--- config.mk ---
export PLATFORM = sky130hd
export DESIGN_NAME = fixed_partition_allocator
export DESIGN_NICKNAME = d
export VERILOG_FILES = /design/src/rtl/fpa_pkg.sv /design/src/rtl/fpa_ctrl.sv /design/src/rtl/fpa_datapath.sv /design/src/rtl/fixed_partition_allocator.sv
export SDC_FILE = /design/constraint.sdc
export NUM_CORES = 1
export LEC_CHECK = 0
export BUFFER_PORTS_ARGS = -buffer_cell sky130_fd_sc_hd__buf_2
export CORE_MARGIN = 3
export CORE_UTILIZATION = 55
export CTS_BUF_LIST = sky130_fd_sc_hd__clkbuf_4
export CTS_CLUSTER_DIAMETER = 200
export DETAILED_ROUTE_END_ITERATION = 6
export PLACE_DENSITY_LB_ADDON = 0.05
export SYNTH_ARGS = -nofsm -noshare
export SYNTH_HDL_FRONTEND = slang
export SYNTH_SLANG_ARGS = --single-unit
export TNS_END_PERCENT = 20
--- constraint.sdc ---
create_clock -name clk_i -period 6.4 [get_ports clk_i]
set_input_delay 0.32 -clock clk_i [delete_from_list [all_inputs] [get_ports clk_i]]
set_output_delay 0.32 -clock clk_i [all_outputs]
set_load 0.01 [all_outputs]
--- src/rtl/fpa_pkg.sv ---
`default_nettype none

package fpa_pkg;

  typedef enum logic [1:0] {
    OP_LOAD     = 2'd0,
    OP_CREATE   = 2'd1,
    OP_FINALIZE = 2'd2,
    OP_NONE     = 2'd3
  } op_e;

  typedef enum logic [2:0] {
    ST_OK       = 3'd0,
    ST_NOFIT    = 3'd1,
    ST_ZERO     = 3'd2,
    ST_BADMODE  = 3'd3,
    ST_NOTFOUND = 3'd4
  } status_e;

  typedef enum logic [1:0] {
    FIT_FIRST   = 2'd0,
    FIT_BEST    = 2'd1,
    FIT_WORST   = 2'd2,
    FIT_INVALID = 2'd3
  } fit_mode_e;

  localparam int unsigned SizeW = 24;
  localparam int unsigned PidW  = 32;
  localparam int unsigned AddrW = 28;
  localparam int unsigned SlotW = 4;
  // Wide enough to compare a slot or an index against a partition count of up to 127.
  localparam int unsigned WideW = 7;

  typedef struct packed {
    logic [1:0]       operation;
    logic [PidW-1:0]  process_id;
    logic [SizeW-1:0] size_value;
    logic [SlotW-1:0] partition_slot;
  } alloc_req_t;

  typedef struct packed {
    logic [2:0]       status;
    logic [SlotW-1:0] chosen_partition;
    logic [AddrW-1:0] base_address;
    logic [AddrW-1:0] limit_address;
  } alloc_rsp_t;

  typedef struct packed {
    logic    capture;
    logic    rd_en;
    logic    emit;
    logic    emit_slot;
    status_e rsp_status;
  } dp_cmd_t;

  typedef struct packed {
    op_e  op;
    logic req_zero;
    logic mode_bad;
    logic found;
  } dp_status_t;

endpackage

`default_nettype wire

--- src/rtl/fpa_ctrl.sv ---
`default_nettype none

module fpa_ctrl #(
  parameter int unsigned NUM_PARTITIONS = 16,
  parameter int unsigned IdxW = 4
) (
  input  wire logic               clk_i,
  input  wire logic               rst_ni,
  input  wire logic               start_i,
  output logic                    busy_o,
  output logic                    done_o,
  output fpa_pkg::dp_cmd_t        cmd_o,
  output logic [IdxW-1:0]         rd_addr_o,
  input  wire fpa_pkg::dp_status_t sts_i
);
  import fpa_pkg::*;

  typedef enum logic [1:0] {
    S_IDLE,
    S_SCAN,
    S_DRAIN,
    S_RESP
  } state_e;

  localparam logic [IdxW-1:0] LastIdx = IdxW'(NUM_PARTITIONS - 1);

  state_e          state_q;
  logic [IdxW-1:0] cnt_q;
  status_e         st_q;
  logic            scan_q;
  logic            create_q;
  logic            done_q;
  logic            accept;
  status_e         resp_status;

  assign accept = start_i && (state_q == S_IDLE);

  always_comb begin
    resp_status = st_q;
    if (scan_q) begin
      if (sts_i.found) begin
        resp_status = ST_OK;
      end else if (create_q) begin
        resp_status = ST_NOFIT;
      end else begin
        resp_status = ST_NOTFOUND;
      end
    end
  end

  always_comb begin
    cmd_o.capture    = accept;
    cmd_o.rd_en      = (state_q == S_SCAN);
    cmd_o.emit       = (state_q == S_RESP);
    cmd_o.emit_slot  = (state_q == S_RESP) && scan_q && sts_i.found;
    cmd_o.rsp_status = resp_status;
  end

  assign rd_addr_o = cnt_q;
  assign busy_o    = (state_q != S_IDLE);
  assign done_o    = done_q;

  always_ff @(posedge clk_i or negedge rst_ni) begin
    if (!rst_ni) begin
      state_q  <= S_IDLE;
      cnt_q    <= '0;
      st_q     <= ST_OK;
      scan_q   <= 1'b0;
      create_q <= 1'b0;
      done_q   <= 1'b0;
    end else begin
      done_q <= 1'b0;
      unique case (state_q)
        S_IDLE: begin
          if (accept) begin
            cnt_q    <= '0;
            st_q     <= ST_OK;
            scan_q   <= 1'b0;
            create_q <= (sts_i.op == OP_CREATE);
            state_q  <= S_RESP;
            unique case (sts_i.op)
              OP_CREATE: begin
                if (sts_i.req_zero) begin
                  st_q <= ST_ZERO;
                end else if (sts_i.mode_bad) begin
                  st_q <= ST_BADMODE;
                end else begin
                  scan_q  <= 1'b1;
                  state_q <= S_SCAN;
                end
              end
              OP_FINALIZE: begin
                scan_q  <= 1'b1;
                state_q <= S_SCAN;
              end
              default: begin
                st_q <= ST_OK;
              end
            endcase
          end
        end
        S_SCAN: begin
          if (cnt_q == LastIdx) begin
            state_q <= S_DRAIN;
          end else begin
            cnt_q <= cnt_q + 1'b1;
          end
        end
        S_DRAIN: begin
          state_q <= S_RESP;
        end
        S_RESP: begin
          done_q  <= 1'b1;
          state_q <= S_IDLE;
        end
        default: begin
          state_q <= S_IDLE;
        end
      endcase
    end
  end

endmodule

`default_nettype wire

--- src/rtl/fpa_datapath.sv ---
`default_nettype none

module fpa_datapath #(
  parameter int unsigned NUM_PARTITIONS = 16,
  parameter int unsigned IdxW = 4
) (
  input  wire logic                 clk_i,
  input  wire logic                 rst_ni,
  input  wire logic                 cfg_valid_i,
  input  wire logic [1:0]           cfg_wdata_i,
  input  wire fpa_pkg::alloc_req_t  req_i,
  input  wire fpa_pkg::dp_cmd_t     cmd_i,
  input  wire logic [IdxW-1:0]      rd_addr_i,
  output fpa_pkg::dp_status_t       sts_o,
  output fpa_pkg::alloc_rsp_t       rsp_o
);
  import fpa_pkg::*;

  fit_mode_e mode_q;

  // Captured item.
  op_e              op_q;
  logic [PidW-1:0]  pid_q;
  logic [SizeW-1:0] req_q;

  // Partition table. Sizes read as zero until their slot has been loaded.
  logic [SizeW-1:0]          size_mem  [NUM_PARTITIONS];
  logic [PidW-1:0]           owner_mem [NUM_PARTITIONS];
  logic [NUM_PARTITIONS-1:0] size_vld_q;
  logic [NUM_PARTITIONS-1:0] used_q;

  // Read stage.
  logic             rd_valid_q;
  logic [IdxW-1:0]  rd_idx_q;
  logic [SizeW-1:0] size_rd_q;
  logic [PidW-1:0]  owner_rd_q;
  logic             size_vld_rd_q;
  logic             used_rd_q;

  // Scan results.
  logic             found_q;
  logic [IdxW-1:0]  pick_idx_q;
  logic [AddrW-1:0] pick_base_q;
  logic [SizeW-1:0] pick_size_q;
  logic [AddrW-1:0] base_acc_q;

  alloc_rsp_t rsp_q;

  logic [WideW-1:0] slot_wide;
  logic             load_wr;
  logic [IdxW-1:0]  load_addr;
  logic [SizeW-1:0] size_eff;
  logic             take;
  logic [WideW-1:0] pick_wide;

  assign slot_wide = WideW'(req_i.partition_slot);
  assign load_wr   = cmd_i.capture && (op_e'(req_i.operation) == OP_LOAD) &&
                     (slot_wide < WideW'(NUM_PARTITIONS));
  assign load_addr = slot_wide[IdxW-1:0];
  assign size_eff  = size_vld_rd_q ? size_rd_q : '0;
  assign pick_wide = WideW'(pick_idx_q);

  always_comb begin
    take = 1'b0;
    if (rd_valid_q) begin
      if (op_q == OP_CREATE) begin
        if (!used_rd_q && (size_eff >= req_q)) begin
          if (!found_q) begin
            take = 1'b1;
          end else if (mode_q == FIT_BEST) begin
            take = (size_eff < pick_size_q);
          end else if (mode_q == FIT_WORST) begin
            take = (size_eff > pick_size_q);
          end
        end
      end else begin
        take = !found_q && used_rd_q && (owner_rd_q == pid_q);
      end
    end
  end

  always_comb begin
    sts_o.op       = op_e'(req_i.operation);
    sts_o.req_zero = (req_i.size_value == '0);
    sts_o.mode_bad = (mode_q == FIT_INVALID);
    sts_o.found    = found_q;
  end

  assign rsp_o = rsp_q;

  always_ff @(posedge clk_i or negedge rst_ni) begin
    if (!rst_ni) begin
      mode_q     <= FIT_FIRST;
      size_vld_q <= '0;
      used_q     <= '0;
      rd_valid_q <= 1'b0;
      found_q    <= 1'b0;
    end else begin
      if (cfg_valid_i) begin
        mode_q <= fit_mode_e'(cfg_wdata_i);
      end
      if (load_wr) begin
        size_vld_q[load_addr] <= 1'b1;
      end
      rd_valid_q <= cmd_i.rd_en;
      if (cmd_i.capture) begin
        found_q <= 1'b0;
      end else if (take) begin
        found_q <= 1'b1;
      end
      if (cmd_i.emit_slot) begin
        used_q[pick_idx_q] <= (op_q == OP_CREATE);
      end
    end
  end

  // Payload registers and table memories.
  always_ff @(posedge clk_i) begin
    if (cmd_i.capture) begin
      op_q       <= op_e'(req_i.operation);
      pid_q      <= req_i.process_id;
      req_q      <= req_i.size_value;
      base_acc_q <= '0;
    end else if (rd_valid_q) begin
      base_acc_q <= base_acc_q + AddrW'(size_eff);
    end
    if (load_wr) begin
      size_mem[load_addr] <= req_i.size_value;
    end
    if (cmd_i.emit_slot && (op_q == OP_CREATE)) begin
      owner_mem[pick_idx_q] <= pid_q;
    end
    if (cmd_i.rd_en) begin
      rd_idx_q      <= rd_addr_i;
      size_rd_q     <= size_mem[rd_addr_i];
      owner_rd_q    <= owner_mem[rd_addr_i];
      size_vld_rd_q <= size_vld_q[rd_addr_i];
      used_rd_q     <= used_q[rd_addr_i];
    end
    if (take) begin
      pick_idx_q  <= rd_idx_q;
      pick_base_q <= base_acc_q;
      pick_size_q <= size_eff;
    end
    if (cmd_i.emit) begin
      if (cmd_i.emit_slot) begin
        rsp_q.status           <= ST_OK;
        rsp_q.chosen_partition <= pick_wide[SlotW-1:0];
        rsp_q.base_address     <= pick_base_q;
        rsp_q.limit_address    <= pick_base_q + AddrW'(pick_size_q);
      end else begin
        rsp_q.status           <= cmd_i.rsp_status;
        rsp_q.chosen_partition <= '0;
        rsp_q.base_address     <= '0;
        rsp_q.limit_address    <= '0;
      end
    end
  end

endmodule

`default_nettype wire

--- src/rtl/fixed_partition_allocator.sv ---
`default_nettype none

// Fixed-partition allocator with first, best and worst fit placement. A word is
// taken when start_i is high and busy_o is low. Each word gives exactly one
// result word on rsp_o, marked by done_o for a single cycle; the receiver cannot
// stall it, so it must take the word in that cycle. Loads, creates of size zero
// or under an invalid mode, and operation three go straight from acceptance to
// the response state. Other creates and finalizes walk the partition table one
// entry a cycle through its registered read port, then a drain state, before the
// response state. A new word may be offered in the cycle in which done_o is
// high. The fit mode register is written through cfg_valid_i, which is always
// ready; the user must write it only while idle, as the block does not check.
module fixed_partition_allocator #(
  parameter int unsigned NUM_PARTITIONS = 16
) (
  input  wire logic                clk_i,
  input  wire logic                rst_ni,
  input  wire logic                cfg_valid_i,
  output logic                     cfg_ready_o,
  input  wire logic [1:0]          cfg_wdata_i,
  input  wire logic                start_i,
  output logic                     busy_o,
  input  wire fpa_pkg::alloc_req_t req_i,
  output logic                     done_o,
  output fpa_pkg::alloc_rsp_t      rsp_o
);
  import fpa_pkg::*;

  localparam int unsigned IdxW = (NUM_PARTITIONS > 1) ? $clog2(NUM_PARTITIONS) : 1;

  dp_cmd_t         cmd;
  dp_status_t      sts;
  logic [IdxW-1:0] rd_addr;

  assign cfg_ready_o = 1'b1;

  fpa_ctrl #(
    .NUM_PARTITIONS(NUM_PARTITIONS),
    .IdxW          (IdxW)
  ) u_ctrl (
    .clk_i    (clk_i),
    .rst_ni   (rst_ni),
    .start_i  (start_i),
    .busy_o   (busy_o),
    .done_o   (done_o),
    .cmd_o    (cmd),
    .rd_addr_o(rd_addr),
    .sts_i    (sts)
  );

  fpa_datapath #(
    .NUM_PARTITIONS(NUM_PARTITIONS),
    .IdxW          (IdxW)
  ) u_datapath (
    .clk_i      (clk_i),
    .rst_ni     (rst_ni),
    .cfg_valid_i(cfg_valid_i),
    .cfg_wdata_i(cfg_wdata_i),
    .req_i      (req_i),
    .cmd_i      (cmd),
    .rd_addr_i  (rd_addr),
    .sts_o      (sts),
    .rsp_o      (rsp_o)
  );

endmodule

`default_nettype wire
== Word-level counts from Yosys, hierarchy flattened ==
Memories as Yosys holds them, arrays and structs flattened. A register that Yosys moved wholly into a read port is not among the register bits.
Cells that the tools add are included.
W data, S select, Z words.

* Flip-flop bits (word level): 259
* Memory bits (writable): 896
* Input port bits: 68
* Word-level logic and storage cells: 117
* Memories kept: 2

* Add/subtract/negate cells: 3
* $lt $le $gt $ge: 9
* Equality and inequality tests: 14
* Mux-type cells: 41
* Bitwise operators: 1
* Reduce and logical (&&, ||, !) cells: 22

{| class="wikitable"
|+ Memory list
! name !! words !! width !! rd ports !! clocked after Yosys merged registers in !! write ports !! line !! source
|-
| u_datapath.owner_mem || 16 || 32 || 1 || 1 || 1 || fpa_datapath.sv:28 || <nowiki>logic [PidW-1:0] owner_mem [NUM_PARTITIONS];</nowiki>
|-
| u_datapath.size_mem || 16 || 24 || 1 || 1 || 1 || fpa_datapath.sv:27 || <nowiki>logic [SizeW-1:0] size_mem [NUM_PARTITIONS];</nowiki>
|}

{| class="wikitable"
|+ Operator list
! kind !! number
|-
| $add A28 B24 Y28 || 2
|-
| $eq A32 B32 Y1 || 1
|-
| $ge A24 B24 Y1 || 1
|-
| $gt A24 B24 Y1 || 1
|-
| $logic_not A24 Y1 || 1
|-
| $lt A24 B24 Y1 || 1
|-
| $mux W24 || 1
|-
| $lt A4 B5 Y1 const B || 4
|-
| $mux W1 || 19
|-
| $bwmux W16 || 1
|-
| $or A16 B16 Y16 || 1
|-
| $mux W3 || 5
|-
| $logic_and A1 B1 Y1 || 11
|-
| $eq A2 B2 Y1 const B || 5
|-
| $mux W2 || 5
|-
| $bmux W1 S4 || 2
|-
| $demux W1 S4 || 2
|-
| $eq A2 B1 Y1 const B || 4
|-
| $ge A4 B1 Y1 const B || 2
|-
| $mux W4 || 2
|-
| $pmux W2 S4 || 1
|-
| $pmux W4 S2 || 1
|-
| $reduce_bool A2 Y1 || 3
|-
| $add A4 B1 Y4 const B || 1
|-
| 9 further kinds || 13
|}

== Logic depth before layout (Yosys ltp) ==
* Word-level depth: 10
* Mapped depth: 15
* Gate-level depth less buffers: 13

== Hierarchy ==
From an unflattened synthesis, not the netlist that was laid out.

* Cell total of the unflattened synthesis: 2484
* Area total of the unflattened synthesis: 48858.1 um^2

{| class="wikitable"
|+ By module, submodules not included
! module !! times used !! cells each !! area an instance (um^2) !! seq. area each (um^2)
|-
| fpa_datapath || 1 || 2410 || 48132.4 || 35544.1
|-
| fpa_ctrl || 1 || 72 || 714.4 || 275.3
|-
| fixed_partition_allocator || 1 || 2 || 11.3 || 0.0
|}

== Worst setup path before layout ==
OpenSTA, ideal clock, no wires.

* Path type: register to register
* Start: register u_datapath.size_vld_rd_q
* End: register u_datapath.pick_base_q[0] (enable)
* Arrival time: 5.378 ns
* Setup slack: 0.520 ns
* Stages on the path, launching flop included: 13
* Buffers on the path: 2
* Period minus slack after synthesis: 5.880 ns
* Cells stage by stage: edfxtp_1 > buf_4 > clkbuf_1 > and2_1 > ha_1 > a21o_1 > a21o_1 > a21oi_1 > nor2_1 > a2111oi_0 > o211ai_1 > mux2i_1 > a41oi_1

* Word-level cells in the longest chain between the ends: 8

{| class="wikitable"
|+ RTL lines
! item !! line !! source
|-
| from (decl) || fpa_datapath.sv:37 || <nowiki>logic size_vld_rd_q;</nowiki>
|-
| from (signal assigned) || fpa_datapath.sv:137 || <nowiki>size_vld_rd_q <= size_vld_q[rd_addr_i];</nowiki>
|-
| $mux W24 (*) || fpa_datapath.sv:60 || <nowiki>assign size_eff = size_vld_rd_q ? size_rd_q : '0;</nowiki>
|-
| net u_datapath.size_eff[17] || fpa_datapath.sv:52 || <nowiki>logic [SizeW-1:0] size_eff;</nowiki>
|-
| $gt A24 B24 Y1 || fpa_datapath.sv:73 || <nowiki>take = (size_eff > pick_size_q);</nowiki>
|-
| $mux W1 || fpa_datapath.sv:72 || <nowiki>end else if (mode_q == FIT_WORST) begin</nowiki>
|-
| $mux W1 || fpa_datapath.sv:70 || <nowiki>end else if (mode_q == FIT_BEST) begin</nowiki>
|-
| $mux W1 || fpa_datapath.sv:68 || <nowiki>if (!found_q) begin</nowiki>
|-
| $mux W1 (*) || fpa_datapath.sv:67 || <nowiki>if (!used_rd_q && (size_eff >= req_q)) begin</nowiki>
|-
| $mux W1 (*) || fpa_datapath.sv:66 || <nowiki>if (op_q == OP_CREATE) begin</nowiki>
|-
| $mux W1 (*) || fpa_datapath.sv:65 || <nowiki>if (rd_valid_q) begin</nowiki>
|-
| net u_datapath.take || fpa_datapath.sv:53 || <nowiki>logic take;</nowiki>
|-
| to (signal assigned) || fpa_datapath.sv:142 || <nowiki>pick_base_q <= base_acc_q;</nowiki>
|-
| to (decl) || fpa_datapath.sv:43 || <nowiki>logic [AddrW-1:0] pick_base_q;</nowiki>
|}

Mark *: on every way through the listed nets, which the timed path passes. The rest lies on a longest branch.
A chain may end at the register's enable or synchronous reset.

== Worst setup path in the final report ==
* Start: register u_ctrl.state_q[0]
* End: memory u_datapath.size_mem[8][14] (enable)

* Word-level cells in the longest chain between the ends: 6

{| class="wikitable"
|+ RTL lines
! item !! line !! source
|-
| from (decl) || fpa_ctrl.sv:27 || <nowiki>state_e state_q;</nowiki>
|-
| from (signal assigned) || fpa_ctrl.sv:65 || <nowiki>state_q <= S_IDLE;</nowiki>
|-
| from (signal assigned) || fpa_ctrl.sv:80 || <nowiki>state_q <= S_RESP;</nowiki>
|-
| from (signal assigned) || fpa_ctrl.sv:89 || <nowiki>state_q <= S_SCAN;</nowiki>
|-
| $logic_not A2 Y1 || fpa_ctrl.sv:36 || <nowiki>assign accept = start_i && (state_q == S_IDLE);</nowiki>
|-
| $logic_and A1 B1 Y1 || fpa_ctrl.sv:36 ||
|-
| $logic_and A1 B1 Y1 (2 in a row) || fpa_datapath.sv:57 || <nowiki>assign load_wr = cmd_i.capture && (op_e'(req_i.operation) == OP_LOAD) &&</nowiki>
|-
| $mux W1 || fpa_datapath.sv:127 || <nowiki>if (load_wr) begin</nowiki>
|-
| $mux W1 (not written as such) || fpa_datapath.sv:128 || <nowiki>size_mem[load_addr] <= req_i.size_value;</nowiki>
|-
| to (decl) || fpa_datapath.sv:27 ||
|}

No other way between the ends.

==> flow_metrics.env <==
export IMPL_overflow=0
export IMPL_drc=0
export IMPL_postCtsSetupRepairBufs=0
export IMPL_ant_nets=0
export IMPL_grt_max_degree=99
export IMPL_first_pass_iters=5
export IMPL_synth_nets=2674
export IMPL_hp_class="in -> reg"
export IMPL_critical_path_slowest_cell="dlygate4sd3_1"
export IMPL_yosysWarningCount=0
export IMPL_total_power_mw=21.1
export IMPL_start_util=0.558
export IMPL_antenna_found_initial=8
export IMPL_status="complete, no violations"
export IMPL_clock_latency_ns=1.13
export IMPL_r2r_start="u_ctrl.state_q[0]"
export IMPL_cts_sinks=1210
export IMPL_critPathMaxStageDelay_ns=0.91
export IMPL_seq_area_frac_synth=0.735
export IMPL_die_y_um=304
export IMPL_via_per_inst=5.87
export IMPL_worst_path_max_fanout=55
export IMPL_root_buffer="clkbuf_4"
export IMPL_drt_initial_drc_count=2379
export IMPL_p_per_area_nw_per_um2=378
export IMPL_nets=3198
export IMPL_rows=108
export IMPL_syn_to_final_growth_pct=14.9
export IMPL_relSlewSlack=0.174
export IMPL_hold_viol_final=0
export IMPL_arrival_ns=5.24
export IMPL_setup_tns_ns=0
export IMPL_htree_levels=5
export IMPL_fmax_ghz=0.221
export IMPL_cts_resized=0
export IMPL_ys_types=67
export IMPL_p_leak_nw=19.3
export IMPL_core_area_um2=87300
export IMPL_cts_tree="yes"
export IMPL_r2r_end="u_datapath.size_mem[8][14]"
export IMPL_io_buffers=132
export IMPL_cp_required_ns=7.13
export IMPL_cts_made_buffers=321
export IMPL_grt_pass1_wl_um=165000
export IMPL_hpwl_um=60900
export IMPL_holdPathStages=2
export IMPL_cts_max_path_buffers=4
export IMPL_fill_cells=6208
export IMPL_worst_setup_path_type="reg -> reg"
export IMPL_max_cap_violations=0
export IMPL_synth_area_per_cell_um2=19.5
export IMPL_tightest_slew_ns=1.24
export IMPL_synth_top_flop_cell="edfxtp_1"
export IMPL_first_global_vias=27100
export IMPL_die_w_um=304
export IMPL_synth_area_um2=48700
export IMPL_setup_viol=0
export IMPL_crit_path_end_kind="flip-flop"
export IMPL_gp_congestion=0.841
export IMPL_final_common_cell="edfxtp_1"
export IMPL_r2r_setup_slack_ns=1.88
export IMPL_slew_viol_final=0
export IMPL_crit_chain="inv_1, ha_1, nand2_1, inv_4, nand2_1, nor2_1, nand2_1, nor3_2, dlygate4sd3_1, buf_4"
export IMPL_synth_cells=2504
export IMPL_ioPinCount=134
export IMPL_rsz0062_at_grt="false"
export IMPL_grt_usage=0.240
export IMPL_mostFrequentLayoutCells="1135 x edfxtp_1, 449 x clkbuf_4, 290 x mux4_2, 132 x buf_2, 109 x dlygate4sd3_1"
export IMPL_cts_clk_slew_worst_paths_ns=0.07
export IMPL_peakVddDrop_mv=0.365
export IMPL_clock_skew_ns=0.0701
export IMPL_die_area_um2=92200
export IMPL_synth_edf_count=1135
export IMPL_async_reset_ff_frac=0.0388
export IMPL_holdPathEnd="u_datapath.size_mem[6][3]"
export IMPL_hp_start="req_i[7]"
export IMPL_period_share=0.706
export IMPL_wl_per_cell_um=24.7
export IMPL_reg2reg_depth=10
export IMPL_drive_gt1_frac=0.312
export IMPL_cpMostUsedCell="nand2_1"
export IMPL_synth_ff_latch_count=1210
export IMPL_start_kind="flip-flop"
export IMPL_period_minus_slack_ns=4.52
export IMPL_hold_buffers=109
export IMPL_vias=25900
export IMPL_routed_wl_um=109000
==> routing by layer <==
metal,up-vias,track usage,share of wire
met3,130,0.0599,0.081
met1,13300,0.356,0.44
met4,2,0.0717,0.016
li1,11400,-,-
met5,-,0,0.00012
met2,1078,0.357,0.46
==> area by class of cell <==
cell class | instances | area, µm² | share of cell area
clock inverters | 93 | 413 | 0.00737
diodes | 7 | 17.5 | 0.000313
repair buffers | 291 | 2160 | 0.0387
flip-flops and latches | 1210 | 35800 | 0.640
well taps | 1155 | 1450 | 0.0258
inverters | 76 | 288 | 0.00514
multi-input cells | 1128 | 12500 | 0.222
clock buffers | 449 | 3370 | 0.0602
==> through the flow <==
stage	util	setup slack, ns	hold WS (ns)	std cells	cell area [µm²]
final	0.641	1.88	0.176	4409	56000
after global routing	0.641	1.57	0.0756	4404	56000
after CTS	0.641	1.80	0.0123	4402	56000
after detailed placement	0.585	1.95	0.405	3751	51100
after global placement	0.585	2.04	0.405	3751	51100
after floorplan	-	0.520	0.0244	2504	48700
==> how the worst max path moves through the flow <==
stage / start / to / slack (ns) / cells past startpoint
detailed placement: u_datapath.pid_q[1] / u_datapath.pick_base_q[6] / 1.95 / 8
CTS: u_datapath.pid_q[1] / u_datapath.pick_base_q[22] / 1.80 / 8
global route: u_ctrl.state_q[0] / u_datapath.size_mem[8][14] / 1.57 / 10
global placement: u_datapath.pid_q[29] / u_datapath.pick_base_q[2] / 2.04 / 8
finish: u_ctrl.state_q[0] / u_datapath.size_mem[8][14] / 1.88 / 10
floorplan: u_datapath.size_vld_rd_q / u_datapath.pick_base_q[0] / 0.52 / 12
==> flip-flops by register name, indices dropped and copies added (netlist names), 16 cells and up <==
register                flops
u_datapath.size_rd_q       24
u_datapath.size_mem       384
u_datapath.base_acc_q      28
u_datapath.pick_base_q     28
u_datapath.owner_rd_q      32
u_datapath.owner_mem      512
u_datapath.used_q          16
u_datapath.rsp_o           63
u_datapath.req_q           24
u_datapath.pid_q           32
u_datapath.pick_size_q     24
u_datapath.size_vld_q      16
==> logic make-up after synthesis <==
group	after synthesis	synth area share
other	1	0.0000770
muxes	312	0.139
adders and majority gates	104	0.0269
AOI/OAI and AO/OA	259	0.0339
xor gates and xnor gates	66	0.0119
and+or+nand+nor	386	0.0402
buffers and inverters	166	0.0132
DFF	1210	0.735
==> cell usage after synthesis (8+ instances only) <==
master | count | area, µm²
buf_1 | 28 | 105
mux4_2 | 290 | 6530
clkbuf_1 | 52 | 195
o21ai_0 | 80 | 400
or2_2 | 19 | 119
and3_1 | 9 | 56.3
nand2_1 | 61 | 229
a21o_1 | 31 | 233
nor2_1 | 104 | 390
edfxtp_1 | 1135 | 34100
a31oi_1 | 8 | 50.1
nand4_1 | 20 | 125
dfrtp_1 | 47 | 1180
nor3_1 | 24 | 120
inv_1 | 76 | 285
and2_1 | 55 | 344
ha_1 | 100 | 1250
xor2_1 | 17 | 149
nor4_1 | 10 | 62.6
nand3_1 | 30 | 150
mux2i_1 | 15 | 150
a211oi_1 | 19 | 143
nor2b_1 | 18 | 113
xnor2_1 | 49 | 429
dfxtp_1 | 28 | 561
a21oi_1 | 57 | 285
nand2b_1 | 19 | 119
o21a_1 | 12 | 90.1
==> report_power, final <==
part           internal, mW  switching (mW)  leakage (nW)  total, mW
combinational          2.42            2.44          5.88       4.86
sequential             9.45           0.562          11.1       10.0
clock                  3.30            2.97          2.27       6.27
total                  15.2            5.97          19.3       21.1
==> worst max-delay path, delay by kind of cell (launching register included) <==
kind                       cells  cell delay (ns)
buffers and inverters          4             2.33
and+or+nand+nor                5             1.10
DFF                            1             0.42
adders and majority gates      1             0.26
(Power assumes the default switching activity.)
